`src/hdl/crt_pkg.sv`:
```
// ----------------------------------------------------------------------------
// crt_pkg
// Shared types and constants of the compacting record table: command and
// status codes, record layout and the control bundles between the FSM and
// the datapath.
// ----------------------------------------------------------------------------
package crt_pkg;

    localparam int TABLE_DEPTH = 64;
    localparam int ADDR_W      = $clog2(TABLE_DEPTH);
    localparam int CNT_W       = 7;
    localparam int SEQ_W       = 7;
    localparam int KEY_LO_W    = 64;
    localparam int KEY_HI_W    = 16;
    localparam int CMD_W       = 2;
    localparam int STATUS_W    = 2;

    typedef logic [CMD_W-1:0]    t_cmd;
    typedef logic [STATUS_W-1:0] t_status;

    localparam t_cmd CMD_ADD    = 2'd0;
    localparam t_cmd CMD_DELETE = 2'd1;
    localparam t_cmd CMD_SEARCH = 2'd2;
    localparam t_cmd CMD_LIST   = 2'd3;

    localparam t_status ST_OK       = 2'd0;
    localparam t_status ST_FULL     = 2'd1;
    localparam t_status ST_EMPTY    = 2'd2;
    localparam t_status ST_NOTFOUND = 2'd3;

    typedef struct packed {
        logic [KEY_LO_W-1:0] first_low;
        logic [KEY_HI_W-1:0] first_high;
        logic [KEY_LO_W-1:0] surname_low;
        logic [KEY_HI_W-1:0] surname_high;
        logic [KEY_LO_W-1:0] phone_low;
        logic [KEY_HI_W-1:0] phone_high;
    } t_rec;

    typedef struct packed {
        t_status          status;
        logic [SEQ_W-1:0] seq_number;
        t_rec             rec;
        logic             last_of_run;
        logic [CNT_W-1:0] record_count;
    } t_rsp;

    // FSM to datapath
    typedef struct packed {
        logic    capture;
        logic    idx_inc;
        logic    mem_rd;
        logic    wr_add;
        logic    wr_shift;
        logic    cnt_inc;
        logic    cnt_dec;
        logic    pend_load;
        logic    pend_clr;
        logic    out_load;
        logic    out_pend;
        logic    out_last;
        t_status out_status;
    } t_dp_cmd;

    // datapath to FSM
    typedef struct packed {
        t_cmd cmd;
        logic idx_end;
        logic cnt_zero;
        logic cnt_full;
        logic hit;
        logic out_free;
        logic pend_valid;
    } t_dp_sts;

endpackage

```
`src/hdl/crt_ctrl.sv`:
```
// ----------------------------------------------------------------------------
// crt_ctrl
// Command sequencer: dispatches each command, walks the table one record
// at a time (read, then check) and shifts records down after a delete.
// ----------------------------------------------------------------------------
module crt_ctrl import crt_pkg::*; (
    input  logic    i_clk,
    input  logic    i_rst_n,
    input  logic    i_req_valid,
    output logic    o_req_ready,
    input  t_dp_sts i_sts,
    output t_dp_cmd o_ctl
);

    localparam logic [2:0] S_IDLE     = 3'd0;
    localparam logic [2:0] S_DISPATCH = 3'd1;
    localparam logic [2:0] S_SCAN_RD  = 3'd2;
    localparam logic [2:0] S_SCAN_CHK = 3'd3;
    localparam logic [2:0] S_SH_RD    = 3'd4;
    localparam logic [2:0] S_SH_WR    = 3'd5;
    localparam logic [2:0] S_FLUSH    = 3'd6;
    localparam logic [2:0] S_FINAL    = 3'd7;

    logic [2:0] r_state;
    logic [2:0] n_state;
    t_status    r_fin_status;
    t_status    n_fin_status;

    always_comb begin
        n_state      = r_state;
        n_fin_status = r_fin_status;
        o_ctl        = '0;
        o_req_ready  = 1'b0;
        case (r_state)
            S_IDLE: begin
                o_req_ready = 1'b1;
                if (i_req_valid) begin
                    o_ctl.capture = 1'b1;
                    n_state       = S_DISPATCH;
                end
            end
            S_DISPATCH: begin
                n_state = S_FINAL;
                if (i_sts.cmd == CMD_ADD) begin
                    if (i_sts.cnt_full) begin
                        n_fin_status = ST_FULL;
                    end else begin
                        o_ctl.wr_add  = 1'b1;
                        o_ctl.cnt_inc = 1'b1;
                        n_fin_status  = ST_OK;
                    end
                end else if (i_sts.cnt_zero) begin
                    n_fin_status = ST_EMPTY;
                end else begin
                    n_state = S_SCAN_RD;
                end
            end
            S_SCAN_RD: begin
                if (i_sts.idx_end) begin
                    if (i_sts.pend_valid) begin
                        n_state = S_FLUSH;
                    end else begin
                        n_fin_status = ST_NOTFOUND;
                        n_state      = S_FINAL;
                    end
                end else begin
                    o_ctl.mem_rd = 1'b1;
                    n_state      = S_SCAN_CHK;
                end
            end
            S_SCAN_CHK: begin
                if (!i_sts.hit) begin
                    o_ctl.idx_inc = 1'b1;
                    n_state       = S_SCAN_RD;
                end else if (i_sts.cmd == CMD_DELETE) begin
                    o_ctl.idx_inc = 1'b1;
                    n_state       = S_SH_RD;
                end else if (!i_sts.pend_valid) begin
                    o_ctl.pend_load = 1'b1;
                    o_ctl.idx_inc   = 1'b1;
                    n_state         = S_SCAN_RD;
                end else if (i_sts.out_free) begin
                    // a later match exists, so the pending one is not last
                    o_ctl.out_load  = 1'b1;
                    o_ctl.out_pend  = 1'b1;
                    o_ctl.pend_load = 1'b1;
                    o_ctl.idx_inc   = 1'b1;
                    n_state         = S_SCAN_RD;
                end
            end
            S_SH_RD: begin
                if (i_sts.idx_end) begin
                    o_ctl.cnt_dec = 1'b1;
                    n_fin_status  = ST_OK;
                    n_state       = S_FINAL;
                end else begin
                    o_ctl.mem_rd = 1'b1;
                    n_state      = S_SH_WR;
                end
            end
            S_SH_WR: begin
                // move the record just read down one slot
                o_ctl.wr_shift = 1'b1;
                o_ctl.idx_inc  = 1'b1;
                n_state        = S_SH_RD;
            end
            S_FLUSH: begin
                if (i_sts.out_free) begin
                    o_ctl.out_load = 1'b1;
                    o_ctl.out_pend = 1'b1;
                    o_ctl.out_last = 1'b1;
                    o_ctl.pend_clr = 1'b1;
                    n_state        = S_IDLE;
                end
            end
            S_FINAL: begin
                if (i_sts.out_free) begin
                    o_ctl.out_load   = 1'b1;
                    o_ctl.out_last   = 1'b1;
                    o_ctl.out_status = r_fin_status;
                    n_state          = S_IDLE;
                end
            end
            default: begin
                n_state = S_IDLE;
            end
        endcase
    end

    always_ff @(posedge i_clk) begin
        if (!i_rst_n) begin
            r_state      <= S_IDLE;
            r_fin_status <= ST_OK;
        end else begin
            r_state      <= n_state;
            r_fin_status <= n_fin_status;
        end
    end

endmodule
```
`config.mk`:
```
export PLATFORM = sky130hd
export DESIGN_NAME = crt_ctrl
export DESIGN_NICKNAME = d
export VERILOG_FILES = /design/src/hdl/crt_pkg.sv /design/src/hdl/crt_ctrl.sv
export SDC_FILE = /design/constraint.sdc
export NUM_CORES = 1
export LEC_CHECK = 0
export ABC_CLOCK_PERIOD_IN_PS = 1900
export BUFFER_PORTS_ARGS = -buffer_cell sky130_fd_sc_hd__buf_2
export CORE_AREA = 2 2 39 41
export DETAILED_ROUTE_END_ITERATION = 16
export DIE_AREA = 0 0 41 43
export GPL_TIMING_DRIVEN = 0
export PLACE_DENSITY_LB_ADDON = 0.05
export SETUP_SLACK_MARGIN = 0.05
export SLEW_MARGIN = 20
export SYNTH_ARGS = -nofsm -noshare
export SYNTH_HDL_FRONTEND = slang
export SYNTH_SLANG_ARGS = --single-unit
```
`constraint.sdc`:
```
create_clock -name i_clk -period 1.9 [get_ports i_clk]
set_clock_uncertainty 0.15 [all_clocks]
set_input_delay 0.095 -clock i_clk [delete_from_list [all_inputs] [get_ports i_clk]]
set_output_delay 0.095 -clock i_clk [all_outputs]
set_load 0.005 [all_outputs]
```
== Word-level counts from Yosys, hierarchy flattened ==
Index checks and enable logic that the tools add are counted.
Word-level totals
  register bits after elaboration: 5
  input port bits: 11
  output and inout port bits: 15
  word-level logic and storage cells: 73
Cells by class
  equality and inequality tests: 15
  mux-type cells: 49
  reduce and logical (&&, ||, !) cells: 7
Operators by type and width (number)
  3-bit 2-to-1 mux: 10
  2-bit 2-to-1 mux: 11
  1-bit 2-to-1 mux: 21
  3-bit one-hot mux with 7 select lines: 1
  3-bit == test, second input constant: 4
  2-bit != test, second input constant: 4
  3-bit by 2-bit == test with 1-bit output, second input constant: 2
  1-bit one-hot mux with 2 select lines: 3
  2-bit one-hot mux with 3 select lines: 1
  5-bit != test, second input constant: 1
  5-bit AND reduction: 1
  4-bit 2-to-1 mux: 1
  2-bit OR reduction: 2
  3-bit by 1-bit == test with 1-bit output, second input constant: 1
  3-bit logical NOT: 1
  3-bit != test, second input constant: 1
  1-bit one-hot mux with 3 select lines: 1
  3-bit AND reduction: 1
  3-bit nonzero test: 1
  2-bit by 1-bit == test with 1-bit output, second input constant: 1
  2-bit logical NOT: 1
  2-bit by 1-bit != test with 1-bit output, second input constant: 1

== Logic depth before layout (Yosys ltp) ==
Gate-level depths: netlist of run 1.
  depth after elaboration: 5
  depth in mapped cells: 5
  mapped depth without buffers: 4

== Least setup slack after synthesis of run 1 ==
OpenSTA, ideal clock, no wires.
  path kind: register to register
  start: register r_state[2]
  end: register r_state[0]
  library setup time: 0.091 ns
  arrival: 1.400 ns
  data required time: 1.659 ns
  setup slack: 0.259 ns
  stages on the path, launching flop included: 5
  path buffers: 0
  period minus slack after synthesis: 1.641 ns
  path through: dfxtp_1 nand2b_2 or4b_4 and2_4 a311oi_1
Between the ends
  longest elaborated chain between the ends: 4
  elaborated cells on any way between the ends: 14
  those cells by class: eq/ne (10); mux (1); reduce/logical (3)
RTL lines
  from (decl): line crt_ctrl.sv:24  | logic [2:0] r_state;
  from (signal assigned): line crt_ctrl.sv:135  | r_state <= n_state;
  3-bit == test: line crt_ctrl.sv:34  | case (r_state)
  2-bit OR reduction (no source line)
  2-bit by 1-bit != test with 1-bit output (no source line)
  3-bit AND reduction (no source line)
Several ways; a longest one is shown, not always the timed one.
A chain may end at the register's enable or synchronous reset.

== Worst setup path after layout of run 1 ==
Ends and elaborated chain as after synthesis.

==> impl_results.md, run 1 <==
- Height of the die: ~43 um
- Synth top area cells: dfxtp_1 20%, nor2_1 6.8%, a21oi_1 6.0%, a211oi_1 4.5%, nand4bb_1 4.5%
- Internal: 421 uW
- WS Path Type: reg -> reg
- First-pass GRT wire length: 2.21 mm
- CTS Root Cell: clkbuf_4
- Mean post-synth cell area: 6.92 um^2
- Status: finished clean
- Post-synth EDFFs: 0
- RSZ-0062 raised after global routing: no
- GRT Overall Usage: 0.185
- Post-route ant nets: 0
- Switching pwr: slightly below 300 uW
- Routed length per instance: between 10 and 15 um
- Yosys top cell area share: 0.201
- Crit path cell chain: nand2b_2, or4b_4, and2_4, a311oi_1
- Layout cells sized above 1: 0.402
- Synth Register Bits: 5
- Finished Layout Cells: around 120
- Mapped Cells: 72
- Row count: 14
- Flip-flop and latch area: 101 um^2
- Min cycle time layout: between 1.5 and 2 ns
- IO Pins: 26
- Async set-reset flop share out of synthesis: 0
- Post-synthesis cell type count: 31
- Final wirelength: 1.28 mm
- Tcrit/Tclk final: 0.921
- Critical Path Start Type: flop
- Remaining DRCs: 0
- Crit. End Element: flop
- Inserted Clock Buffers: 3
- Worst-path clk slew: 0.04 ns
- Final Slew Violations: 0
- Critical path startpoint: r_state[2]
- Max_cap viols: 0
- Die width: 41 um
- Diodes inserted: 0
- CTS tree: built
- Clock buffer depth: 2
- Clk Latency, worst-skew pair: 0.24 ns
- Max H-tree Level: 1
- CP Data Arrival Time: 1.75 ns
- Max FO, Critical Path: 5
- Initial DRC Count: 11
- TritonRoute pass-1 iters: 4
- R2r startpoint: r_state[2]
- Worst hold start: i_req_valid
- Synthesized net count: 83
- Critical-path top delay cell: or4b_4
- Sequential share of power: 0.229
- Worst vdd ir: 0.000623 V
- Critical path's largest stage delay: 0.55 ns
- Cells after DPL: 113
- Top-count cell post-synth: nor2_1
- Clock sink count: 5
- Largest net degree at the start of global routing: 11
- Fin. Hold Viols: 0
- Final setup fails: 0
- Pwr Density: 1030 nW/um^2
- Core box area: 1380 um^2
- Yosys warning count: 0
- Slew margin rel.: 0.750
- Area Overhead vs Synth: 37.9%
- Leak: 0.000352 uW
- Ys flop type: dfxtp_1
- Worst min path class: in -> reg
- CP top delay family: simple AND/OR/NAND/NOR gates
- WP buf/inv: 0
- Peak Freq: 571 MHz
- Synth top cells by count: 9 x nor2_1, 6 x a21oi_1, 5 x dfxtp_1, 5 x inv_1
- Worst EP required: 1.90 ns
- Fillers: approximately 150
- Post-DP HPWL: slightly above 1 mm
- Fin nets: 114
- Via count: 595
- Syn Std Cell Area: 498 um^2
- Number of global-route vias before repair: about 520
- Port Buf Inserts: 25
- Vias/cell: 5.04
- Initial antenna violation count: 0
- Multi-input logic area: around 350 um^2
- Net Sw Frac: 0.406
- Gpl congestion: around 0.73
- Cell taking the most area after synthesis: dfxtp_1
- Clock power frac: 0.170
- Die area: 1760 um^2
- Comb power frac: 0.601
- Overflow after GRT: 0
- Starting Density: 0.360
- Slew @ Worst Pin: 0.371 ns
- Sequential element share of the synthesized area: 0.201
- Post-Route Setup TNS: 0 ns
[layout by cell type (no fill, tap or decap), types with 2 or more instances in the layout]
cell       count
buf_2         26
nor2_1         9
a21oi_1        6
inv_1          5
clkbuf_4       4
nand2_1        4
nor3_1         4
dfxtp_1        4
nand2b_1       3
nor2b_1        3
a211oi_1       3
buf_4          2
nand3_1        2
and3_1         2
o21ai_0        2
nand4bb_1      2
nor4_1         2
[metal layers]
layer / vias to the layer above / global-route usage / routed length [um] / part of all wire
met1: 256 / 0.254 / 589 / 0.46
met4: 0 / 0.0400 / 0 / 0
met2: 18 / 0.253 / 616 / 0.48
met5: - / 0 / 0 / 0
li1: 321 / - / - / -
met3: 0 / 0.0942 / 77 / 0.060
[through the flow]
step | setup WS, ns | area [um^2] | power, uW | util | hold slack (ns)
after CTS | 0.137 | 683 | 711 | 0.494 | 0.0548
after global placement | 0.0998 | 643 | 583 | 0.465 | 0.240
after detailed placement | 0.109 | 643 | 577 | 0.465 | 0.235
after global routing | 0.0598 | 687 | 793 | 0.496 | 0.0997
after floorplan | 0.259 | 498 | 461 | - | 0.0699
final | 0.150 | 687 | 710 | 0.496 | 0.0518
[worst paths after layout]
kind	end	slack [ns]	cells after the start
max reg2reg	r_state[0]	0.15	4
max	r_state[0]	0.15	4
min	r_state[1]	0.05	3
min reg2reg	r_fin_status[1]	0.38	2
[sequential cells by signal, indices dropped and copies added, names as in the netlist]
name	cells
r_state	3
r_fin_status	2
[what timing repair did]
action / CTS / global route
hold buffers: 1 / 0
endpoints found under the setup margin: 3 / 3
gates resized for setup: 3 / 4
buffers inserted: 0 / 0
pin swaps: 0 / 0
hold endpoints to repair: 1 / 0
[layout make-up]
class | instances | area share
timing repair buffer | 26 | 0.197
tap | 16 | 0.0291
multi-input combinational | 57 | 0.514
inverter | 5 | 0.0273
clock buffer | 4 | 0.0383
buffer | 5 | 0.0474
sequential | 5 | 0.148
[power groups by stage]
stage | registers (uW) | logic [uW] | clock network, uW
2_1_floorplan | 157 | 304 | 0
3_3_place_gp | 163 | 420 | 0
3_5_place_dp | 162 | 415 | 0
4_1_cts | 160 | 423 | 128
5_1_grt | 169 | 483 | 141
6_report | 162 | 427 | 121
[cell families (layout without fill, tap and decap cells)]
family                 count (synthesis)  after routing  share of synthesized area
AND/OR/NAND/NOR                       38             38                      0.447
AO/OA/AOI/OAI                         18             18                      0.239
buffers and inverters                 10             40                     0.0904
flip-flops                             5              5                      0.201
multiplexers                           1              1                     0.0226
[worst min-delay path, delay by kind of cell]
family	cells	cell delay, ns
AOI/OAI and AO/OA	1	0.16
buffers and inverters	1	0.08
and+or+nand+nor	1	0.05
Power figures use the tool's default switching activity.
==> run 2, diff against run 1 <==
--- a/config.mk
+++ b/config.mk
@@ -8,10 +8,12 @@
 export ABC_CLOCK_PERIOD_IN_PS = 1900
 export BUFFER_PORTS_ARGS = -buffer_cell sky130_fd_sc_hd__buf_2
 export CORE_AREA = 2 2 39 41
+export CTS_CLUSTER_DIAMETER = 30
 export DETAILED_ROUTE_END_ITERATION = 16
 export DIE_AREA = 0 0 41 43
 export GPL_TIMING_DRIVEN = 0
 export PLACE_DENSITY_LB_ADDON = 0.05
+export REMOVE_ABC_BUFFERS = 1
 export SETUP_SLACK_MARGIN = 0.05
 export SLEW_MARGIN = 20
 export SYNTH_ARGS = -nofsm -noshare
==> run 2 against run 1 <==
Compared with the run above:
- routed wire length grew 4.8%
- clock power increased by 9%
- combinational power fell by 14%
- highest routed layer unchanged
- count of clock-buffer cells in the layout unchanged
- global-route usage is 2.5 points lower
- largest cell class unchanged
- final cell count is 2.5% lower
- worst setup slack got worse by 0.031 ns
- critical path depth did not move
- via count grew 1.7%
- power rose by 4.1%
==> impl_results.md, run 2 (synthesis results as in run 1) <==
- Max_cap viols: 0
- Final wirelength: 1.35 mm
- Worst vdd ir: 0.000474 V
- CTS Root Cell: clkbuf_4
- Initial DRC Count: 7
- Row count: 14
- Pwr Density: between 1000 and 1500 nW/um^2
- CP Data Arrival Time: approximately 1.8 ns
- Max reg flops: 3
- Status: finished clean
- Fin area: a little under 700 um^2
- WHS: 0.0117 ns
- Dpl cell area: ~620 um^2
- Crit path cell chain: nand2b_4, or4b_4, and2_4, a311oi_1
- Layout cells sized above 1: 0.414
- Fin nets: 111
- Worst-path clk slew: 0.05 ns
- Critical path's largest stage delay: 0.55 ns
- Core box area: 1380 um^2
- Tcrit/Tclk final: 0.938
- GRT Overall Usage: 0.159
- Largest net degree at the start of global routing: 20
- Most frequent cells in the layout: 25 x buf_2, 9 x nor2_1, 6 x a21oi_1
- Cells after DPL: 108
- Clk Latency, worst-skew pair: 0.25 ns
- Leak: 0.000343 uW
- First-pass GRT wire length: approximately 1.9 mm
- WP buf/inv: 0
- Height of the die: 43 um
- Remaining DRCs: 0
- CP top delay family: simple AND/OR/NAND/NOR gates
- Crit. End Element: flop
- Slew @ Worst Pin: 0.358 ns
- Regs by FF count: r_state (3), r_fin_status (2)
- IO Pins: 26
- Critical Path Start Type: flop
- Reg with most FFs: r_state
- Final Slew Violations: 0
- CTS tree: built
- Inserted Clock Buffers: 3
- Clock buffer depth: 2
- Slew margin rel.: 0.759
- Routed length per instance: roughly 12 um
- Critical-path top delay cell: or4b_4
- Peak Freq: around 560 MHz
- Fillers: between 150 and 200
- Die area: 1760 um^2
- Final setup fails: 0
- Max H-tree Level: 1
- Die width: 41 um
- Gpl congestion: around 0.73
- WS Path Type: reg -> reg
- Worst min path class: in -> reg
- Area Overhead vs Synth: 36.9%
- RSZ-0062 raised after global routing: no
- Port Buf Inserts: 25
- Via count: 605
- Worst EP required: ~1.9 ns
- Fin util: 0.493
- Vias/cell: about 5.3
- Max FO, Critical Path: 13
- Min cycle time layout: 1.78 ns
- Overflow after GRT: 0
- Fin. Hold Viols: 0
- Starting Density: 0.360
- Most common cell after layout, fill and taps aside: buf_2
- TritonRoute pass-1 iters: 2
- Clock sink count: 5
- Finished Layout Cells: 115
- Number of global-route vias before repair: 473
- Diodes inserted: 0
- Post-CTS Hold Fix Bufs: 0
- Post-route ant nets: 0
- Post-DP HPWL: 964 um
- Initial antenna violation count: 0
## run 2: cell count changes in the layout (fill, tap and decap cells not counted), sizes merged
cell / change
clkbuf: -2
dlygate4sd3: -1
## run 2: metal layers
metal	up-vias	track usage	wire (um)
li1	316	-	-
met2	19	0.259	632
met4	0	0.0200	0
met5	-	0	0
met1	270	0.195	637
met3	0	0.0628	74
## run 2: timing repair
item / 4_1_cts / 5_1_grt
buffers inserted: 0 / 3
setup endpoints to repair: 4 / 1
endpoints found under the hold margin: 0 / 0
resized for setup: 6 / 1
## run 2: worst register-to-register path, cell delays in order, from the launching register on
cell,delay [ns]
dfxtp_4,0.38
nand2b_4,0.17
or4b_4,0.55
and2_4,0.16
a311oi_1,0.26
## run 2: layout make-up
type | count | area [um^2] | share of cell area
inverter | 5 | 18.8 | 0.0275
timing repair buffer | 28 | 148 | 0.217
tap | 16 | 20.0 | 0.0294
clock buffer | 4 | 26.3 | 0.0385
multi-input combinational | 57 | 358 | 0.525
sequential | 5 | 111 | 0.163
## run 2: power breakdown
group	internal, uW	total, uW	switching, uW	leakage, uW
Sequential	152	241	89.1	0.0000430
Clock	79.9	132	51.8	0.0000150
Combinational	204	366	162	0.000285
Total	436	739	303	0.000343
## run 2: final timing paths
kind                    from         endpoint  slack, ns  depth (start not counted)
min reg2reg  r_fin_status[1]  r_fin_status[1]       0.39                          2
max reg2reg       r_state[2]       r_state[0]       0.12                          4
max               r_state[2]       r_state[0]       0.12                          4
min                  i_rst_n  r_fin_status[0]       0.01                          3
## run 2: per-stage QoR
step                      TNS (ns)  power (uW)  worst slack (ns)
after global placement      -0.404         552            -0.235
after floorplan                  0         436            0.0816
after global routing             0         802            0.0912
after CTS                        0         698            0.0564
after detailed placement    -0.379         551            -0.222
final                            0         739             0.119
